$ cat config.mk
export PLATFORM = sky130hd
export DESIGN_NAME = nta_regs
export DESIGN_NICKNAME = d
export VERILOG_FILES = /design/src/design/neighbor_table_with_aging_assert.svh /design/src/design/nta_pkg.sv /design/src/design/nta_regs.sv
export SDC_FILE = /design/constraint.sdc
export NUM_CORES = 1
export LEC_CHECK = 0
export BUFFER_PORTS_ARGS = -buffer_cell sky130_fd_sc_hd__buf_4
export CAP_MARGIN = 10
export CORE_ASPECT_RATIO = 1.5
export CORE_UTILIZATION = 30
export CTS_CLUSTER_SIZE = 10
export DETAILED_ROUTE_END_ITERATION = 6
export PLACE_DENSITY_LB_ADDON = 0.1
export SLEW_MARGIN = 20
export SYNTH_ARGS = -nofsm -noshare
export SYNTH_HDL_FRONTEND = slang
export SYNTH_SLANG_ARGS = --single-unit
$ cat constraint.sdc
create_clock -name clk -period 3.8 [get_ports clk]
set_input_delay 0.19 -clock clk [delete_from_list [all_inputs] [get_ports clk]]
set_output_delay 0.19 -clock clk [all_outputs]
set_load 0.02 [all_outputs]
$ cat src/design/neighbor_table_with_aging_assert.svh
// Assertion macros for the neighbor table.
`ifndef NEIGHBOR_TABLE_WITH_AGING_ASSERT_SVH
`define NEIGHBOR_TABLE_WITH_AGING_ASSERT_SVH
`define NTA_ASSERT_IMPL(label, clk, rst_n, ante, cons, msg) \
	label: assert property (@(posedge clk) disable iff (!rst_n) (ante) |-> (cons)) \
		else $error(msg);
`define NTA_ASSERT_NEXT(label, clk, rst_n, ante, cons, msg) \
	label: assert property (@(posedge clk) disable iff (!rst_n) (ante) |=> (cons)) \
		else $error(msg);
`endif

$ cat src/design/nta_pkg.sv
`timescale 1ns / 1ps
`default_nettype none
package nta_pkg;
	localparam int ENTRIES_DEF = 32;
	localparam logic [10:0] LEN_RST = 11'd64;
	localparam logic [15:0] HOLD_RST = 16'd2000;
	localparam logic [15:0] SWEEP_RST = 16'd500;

	localparam logic [1:0] KIND_STATUS = 2'd0;
	localparam logic [1:0] KIND_PEER = 2'd1;
	localparam logic [1:0] KIND_SUMMARY = 2'd2;
	localparam logic [1:0] KIND_NOT_DUE = 2'd3;

	localparam logic [2:0] ST_REFRESHED = 3'd0;
	localparam logic [2:0] ST_INSERTED = 3'd1;
	localparam logic [2:0] ST_BAD_LEN = 3'd2;
	localparam logic [2:0] ST_OWN = 3'd3;
	localparam logic [2:0] ST_FULL = 3'd4;

	localparam logic [1:0] REG_OWN_MAC = 2'd0;
	localparam logic [1:0] REG_EXP_LEN = 2'd1;
	localparam logic [1:0] REG_HOLD = 2'd2;
	localparam logic [1:0] REG_SWEEP = 2'd3;

	typedef struct packed {
		logic cmd;
		logic [31:0] now;
		logic [47:0] src_mac;
		logic [10:0] frame_len;
		logic [47:0] peer_paired_mac;
		logic [7:0] peer_class;
	} in_word_t;

	typedef struct packed {
		logic [1:0] kind;
		logic [2:0] status;
		logic [47:0] peer_mac;
		logic [5:0] paired_count;
		logic [5:0] used_entries;
		logic last;
	} out_word_t;

	typedef struct packed {
		logic [135:0] data;
	} rec_t;

	typedef struct packed {
		logic [47:0] own_mac;
		logic [10:0] expected_length;
		logic [15:0] hold_time;
		logic [15:0] sweep_interval;
	} cfg_t;
endpackage
`default_nettype wire

$ cat src/design/nta_regs.sv
`timescale 1ns / 1ps
`default_nettype none
module nta_regs (
	input wire logic clk,
	input wire logic arst_n,
	input wire logic psel,
	input wire logic penable,
	input wire logic pwrite,
	input wire logic [4:0] paddr,
	input wire logic [63:0] pwdata,
	output logic [63:0] prdata,
	output logic pready,
	output nta_pkg::cfg_t cfg
);
	logic [1:0] idx;
	assign idx = paddr[4:3];
	assign pready = 1'b1;

	always_ff @(posedge clk or negedge arst_n) begin
		if (!arst_n) begin
			cfg.own_mac <= '0;
			cfg.expected_length <= nta_pkg::LEN_RST;
			cfg.hold_time <= nta_pkg::HOLD_RST;
			cfg.sweep_interval <= nta_pkg::SWEEP_RST;
		end else if (psel && penable && pwrite && paddr[2:0] == 3'd0) begin
			unique case (idx)
				nta_pkg::REG_OWN_MAC: cfg.own_mac <= pwdata[47:0];
				nta_pkg::REG_EXP_LEN: cfg.expected_length <= pwdata[10:0];
				nta_pkg::REG_HOLD: cfg.hold_time <= pwdata[15:0];
				nta_pkg::REG_SWEEP: cfg.sweep_interval <= pwdata[15:0];
				default: ;
			endcase
		end
	end

	always_comb begin
		prdata = '0;
		if (paddr[2:0] == 3'd0) begin
			unique case (idx)
				nta_pkg::REG_OWN_MAC: prdata = {16'd0, cfg.own_mac};
				nta_pkg::REG_EXP_LEN: prdata = {53'd0, cfg.expected_length};
				nta_pkg::REG_HOLD: prdata = {48'd0, cfg.hold_time};
				nta_pkg::REG_SWEEP: prdata = {48'd0, cfg.sweep_interval};
				default: prdata = '0;
			endcase
		end
	end
endmodule
`default_nettype wire

==> results of run 1 <==
==> metrics by stage <==
| stage | cell area, um^2 | setup WS, ns | total power [W] | utilization |
|---|---|---|---|---|
| final | 6300 | 1.753 | 0.002528 | 0.4439 |
| after global routing | 6300 | 1.723 | 0.002641 | 0.4439 |
| after CTS | 6262 | 1.729 | 0.002564 | 0.4413 |
| after detailed placement | 5949 | 1.372 | 0.001621 | 0.4192 |
| after global placement | 5949 | 1.385 | 0.001612 | 0.4192 |
| after floorplan | 4457 | 2.001 | 0.001390 | - |
==> cell families after synthesis <==
family                 count (synthesis)  share of synthesized area
flip-flops                            91                     0.5212
buffers and inverters                 37                    0.05772
AO/OA/AOI/OAI                          5                   0.008531
AND/OR/NAND/NOR                       56                    0.08330
multiplexers                         107                     0.3276
other                                  2                   0.001707
==> worst paths after layout <==
check	start	end	slack (ns)	depth (start not counted)
worst max-delay path	paddr[1]	cfg[31]	1.75	4
worst min-delay path	pwdata[25]	cfg[68]	0.08	2
worst max register to register	cfg[18]	cfg[18]	3.00	1
worst min register to register	cfg[83]	cfg[83]	0.53	1
max in group asynchronous	arst_n	cfg[64]	2.63	4
min in group asynchronous	arst_n	cfg[87]	0.28	2
==> final cells by class <==
cell class	count	area, um^2
Fill cell	1368	7891
Sequential cell	91	2293
Multi-Input combinational cell	185	1914
Timing Repair Buffer	201	1531
Clock buffer	11	252.7
Tap cell	192	240.2
Clock inverter	5	60.06
Inverter	2	7.507
==> worst max-delay path: stages <==
cell and delay, ns:
buf_4 0.11, or3_4 0.54, or4_1 0.98, mux2_2 0.44
==> repair_timing <==
action,in CTS,in global routing
endpoints found under the hold margin,0,14
setup endpoints to repair,0,0
hold buffers,0,1
==> cells in the mapped netlist, types with 6 or more instances <==
cell and instances:
mux4_2 11, buf_4 19, mux2_2 66, dfrtp_1 78, and2_1 32, nor2_1 6
mux2_4 30, clkbuf_1 6, dfstp_2 13, nor2b_1 9
==> layer usage <==
layer  vias to the layer above  GRT usage  part of all wire
met1                      1520     0.1689              0.39
met5                         -          0                 0
met3                        11    0.03435             0.065
met4                         0    0.05217             0.013
met2                       143     0.2774              0.54
li1                       1396          -                 -
==> power breakdown <==
group	total, W	switching (W)	leakage (nW)	internal [W]
clock	0.000928	0.000380	0.152	0.000548
combinational	0.000480	0.000234	1.99	0.000246
sequential	0.00112	0.0000632	1.20	0.00106
==> impl_metrics.csv, run 1 <==
group,metric,value,unit
clocking,cts_buffer_depth,2,
floorplan,io_pins,230,
floorplan,die-area,15170,um^2
logic_synthesis,synth_top_cell_by_area,"dfrtp_1",
route,via_per_inst,4.469,
sta,period_share,0.5386,
route,dr.pass1.iters,4,
sta,slew_violations,0,
grt,grt_pass1_wl,16950,um
route,ant_nets,0,
floorplan,fp.coreArea,14190,um^2
placement,dp_cells,669,
placement,port_buffers,196,
floorplan,die_h,150.3,um
worst_setup_path,path_max_fanout,21,
grt,grt_start_max_net_pins,75,
floorplan,rows,53,
worst_setup_path,crit_required,4.02,ns
logic_synthesis,netlist_area,4400,um^2
worst_hold_path,min_path_type,"in -> reg",
route,drtIter0Drc,52,
cells_and_area,reg_top3,"cfg (91)",
grt,grt.total_usage,0.1508,
route,wirelength,11660,um
cells_and_area,regMostFlops,"cfg",
logic_synthesis,ys.flop_type,"dfrtp_1",
grt,grt_pass1_vias,3017,
clocking,htreeDepth,3,
sta,hold_viol,0,
logic_synthesis,yosys_warnings,0,
sta,fmaxAchievable,488.6,MHz
logic_synthesis,ys_top_cells_by_area,"dfrtp_1 44%, mux2_2 17%, mux2_4 10%, dfstp_2 7.8%, mux4_2 5.6%",
sta,fin_worst_skew,0,ns
clocking,clk_pin_slew,0.07,ns
worst_setup_path,cp-start-kind,"input port",
clocking,post_cts_buffers,0,
flow_run,drv_cap,0,
cells_and_area,fin_cells,687,
sta,slew-limit-headroom,0.3519,
sta,setup_viol_count_final,0,
clocking,cts_resized,0,
worst_setup_path,crit_arrival,2.26,ns
logic_synthesis,synthCells,298,
logic_synthesis,synth_top_area_share,0.4436,
placement,dp_hpwl,7964,um
logic_synthesis,ys_types,22,
logic_synthesis,ys_ff_latch,91,
pwr,total_leakage_power,3.338,nW
sta,worst_pin_slew,0.9721,ns
logic_synthesis,syn_area_per_cell,14.77,um^2
floorplan,initial_core_util,0.3101,
logic_synthesis,seq_area_frac_synth,0.5212,
route,drc,0,
worst_setup_path,critPathKind,"in -> reg",
sta,period_needed,2.047,ns
cells_and_area,drive_gt1_frac,0.6889,
pwr,p_per_area,401.4,nW/um^2
clocking,clkSinkCount,91,
sta,rsz0062_at_grt,"no",
grt,overflow,0,
clocking,clk_latency,0.33,ns
sta,holdWs,0.07892,ns
logic_synthesis,synth-async-reset-ratio,1.000,
status,status,"completed",
logic_synthesis,synth_edf_count,0,
cells_and_area,antennaDiodeCount,0,
floorplan,die_x,100.9,um
sta,finalSetupTns,0,ns
route,wl_per_cell,16.97,um
worst_setup_path,end_kind,"flop",
route,vias,3070,
cells_and_area,layout.nets,564,
cells_and_area,area_delta_synth_final,43.16,%
cells_and_area,final_common_cell,"buf_4",
cells_and_area,layout_common_cells,"199 x buf_4, 78 x dfrtp_1, 66 x mux2_2",
placement,place.gp.congestion,0.6972,
clocking,cts_buffers,9,
clocking,cts_tree,"yes",
cells_and_area,largest_reg_flops,91,
pwr,ir_drop,0.0002273,V
grt,antenna_found_initial,0,
clocking,root_buffer,"clkbuf_16",
No activity file was read; power rests on OpenSTA's default activity.
==> run 2, diff against run 1 <==
==> constraint.sdc (replaced) <==
create_clock -name clk -period 1.85 [get_ports clk]
set_input_delay 0.0925 -clock clk [delete_from_list [all_inputs] [get_ports clk]]
set_output_delay 0.0925 -clock clk [all_outputs]
set_load 0.02 [all_outputs]
==> impl_metrics.csv, run 2 (synthesis results as in run 1) <==
group,metric,value,unit
route,dr.pass1.iters,4,
floorplan,rows,53,
pwr,p_per_area,760.5,nW/um^2
floorplan,die-area,15170,um^2
worst_setup_path,critPathKind,"in -> out",
grt,overflow,0,
worst_setup_path,cp-startpoint,"paddr[1]",
sta,slew_violations,0,
clocking,cts_resized,0,
route,wirelength,12130,um
sta,hold_viol,0,
cells_and_area,fin_area,6743,um^2
floorplan,die_h,150.3,um
worst_setup_path,ff2ff_setup_slack,1.04,ns
worst_setup_path,reg2reg_to,"cfg[32]",
worst_setup_path,cp_slowest_stage_delay,0.43,ns
sta,fin_worst_skew,0,ns
worst_setup_path,reg2regPathDepth,1,
clocking,cts_buffers,9,
worst_hold_path,min_path_type,"in -> reg",
status,status,"completed",
cells_and_area,final_util,0.4751,
clocking,htreeDepth,3,
placement,place_area,6075,um^2
route,drc,0,
worst_setup_path,crit_chain,"buf_4, or3_4, buf_4, nor3_2, buf_12, and2_1, buf_4",
route,ant_nets,0,
worst_setup_path,cpMostUsedCell,"buf_4",
cells_and_area,multi_input_area,1914,um^2
cells_and_area,layout.nets,610,
grt,grt_start_max_net_pins,45,
floorplan,io_pins,230,
floorplan,initial_core_util,0.3101,
worst_setup_path,critPathCapture,"prdata[28]",
sta,worst_pin_slew,0.5875,ns
cells_and_area,regMostFlops,"cfg",
cells_and_area,largest_reg_flops,91,
pwr,ir_drop,0.0004773,V
floorplan,die_x,100.9,um
placement,port_buffers,196,
grt,antenna_found_initial,0,
cells_and_area,fin_cells,733,
sta,fmaxAchievable,604.8,MHz
grt,grt.total_usage,0.1634,
cells_and_area,final_common_cell,"buf_4",
clocking,clkSinkCount,91,
sta,setup_viol_count_final,0,
worst_setup_path,end_kind,"output pin",
worst_setup_path,worstReg2RegStart,"cfg[32]",
placement,dp_hpwl,8672,um
sta,slew-limit-headroom,0.6083,
sta,finalSetupTns,0,ns
worst_setup_path,crit_arrival,1.56,ns
clocking,root_buffer,"clkbuf_16",
route,vias,3230,
cells_and_area,reg_top3,"cfg (91)",
floorplan,fp.coreArea,14190,um^2
flow_run,drv_cap,0,
worst_setup_path,cpMaxStageDelayCell,"or3_4",
cells_and_area,drive_gt1_frac,0.6470,
grt,grt_pass1_vias,3372,
sta,rsz0062_at_grt,"no",
pwr,total_power,0.005128,W
worst_setup_path,crit_required,1.76,ns
route,drtIter0Drc,51,
pwr,total_leakage_power,3.537,nW
clocking,clk_latency,0.34,ns
cells_and_area,layout_common_cells,"205 x buf_4, 78 x dfrtp_1, 66 x mux2_2",
sta,period_share,0.8938,
cells_and_area,antennaDiodeCount,0,
clocking,clk_pin_slew,0.07,ns
placement,place.gp.congestion,0.7046,
cells_and_area,regArea,2293,um^2
clocking,post_cts_buffers,0,
worst_setup_path,cp-start-kind,"input port",
cells_and_area,fillCellCount,1346,
worst_setup_path,path_max_fanout,32,
sta,period_needed,1.654,ns
route,wl_per_cell,16.55,um
placement,dp_cells,679,
clocking,cts_buffer_depth,2,
cells_and_area,area_delta_synth_final,53.23,%
grt,grt_pass1_wl,18590,um
clocking,cts_tree,"yes",
route,via_per_inst,4.407,
-- run 2: how the worst min path moves through the flow --
stage / from / end / slack [ns] / cells past startpoint
2_1_floorplan: arst_n / cfg[0] / -0.20 / 0
3_3_place_gp: arst_n / cfg[86] / 0.13 / 1
3_5_place_dp: arst_n / cfg[86] / 0.14 / 1
4_1_cts: pwdata[7] / cfg[39] / 0.002 / 2
5_1_grt: pwdata[10] / cfg[53] / 0.007 / 2
6_report: pwdata[0] / cfg[0] / 0.02 / 2
-- run 2: power by group --
group	switching, W	internal, W
Clock	0.000806	0.000963
Sequential	0.000131	0.00217
Combinational	0.000496	0.000561
Total	0.00143	0.00369
-- run 2: routing by layer --
metal	routed length, um	vias to the layer above	GRT usage
li1	-	1489	-
met1	4704	1596	0.1840
met2	6560	129	0.3003
met3	643	16	0.03250
met4	224	0	0.06159
met5	0	-	0
-- run 2: stage by stage --
step                      setup slack, ns  hold WS [ns]
after floorplan                    0.1488       -0.2031
after global placement            0.03903        0.1257
after detailed placement          0.03393        0.1367
after CTS                          0.1777      0.002092
after global routing               0.1232      0.007070
final                              0.1964       0.01639
-- run 2: worst max-delay path: cells and delay by family --
family / cells / cell delay (ns)
buffers and inverters: 4 / 0.69
AND/OR/NAND/NOR: 3 / 0.78
-- run 2: timing repair --
action,4_1_cts,5_1_grt
hold endpoints to repair,67,0
endpoints found under the setup margin,0,0
hold buffers,38,0
-- run 2: cell type report --
type / instances / area share
clock buffer: 10 / 0.03544
clock inverter: 6 / 0.007237
inverter: 2 / 0.001113
multi-input combinational: 185 / 0.2839
sequential: 91 / 0.3401
tap: 192 / 0.03563
timing repair buffer: 247 / 0.2965
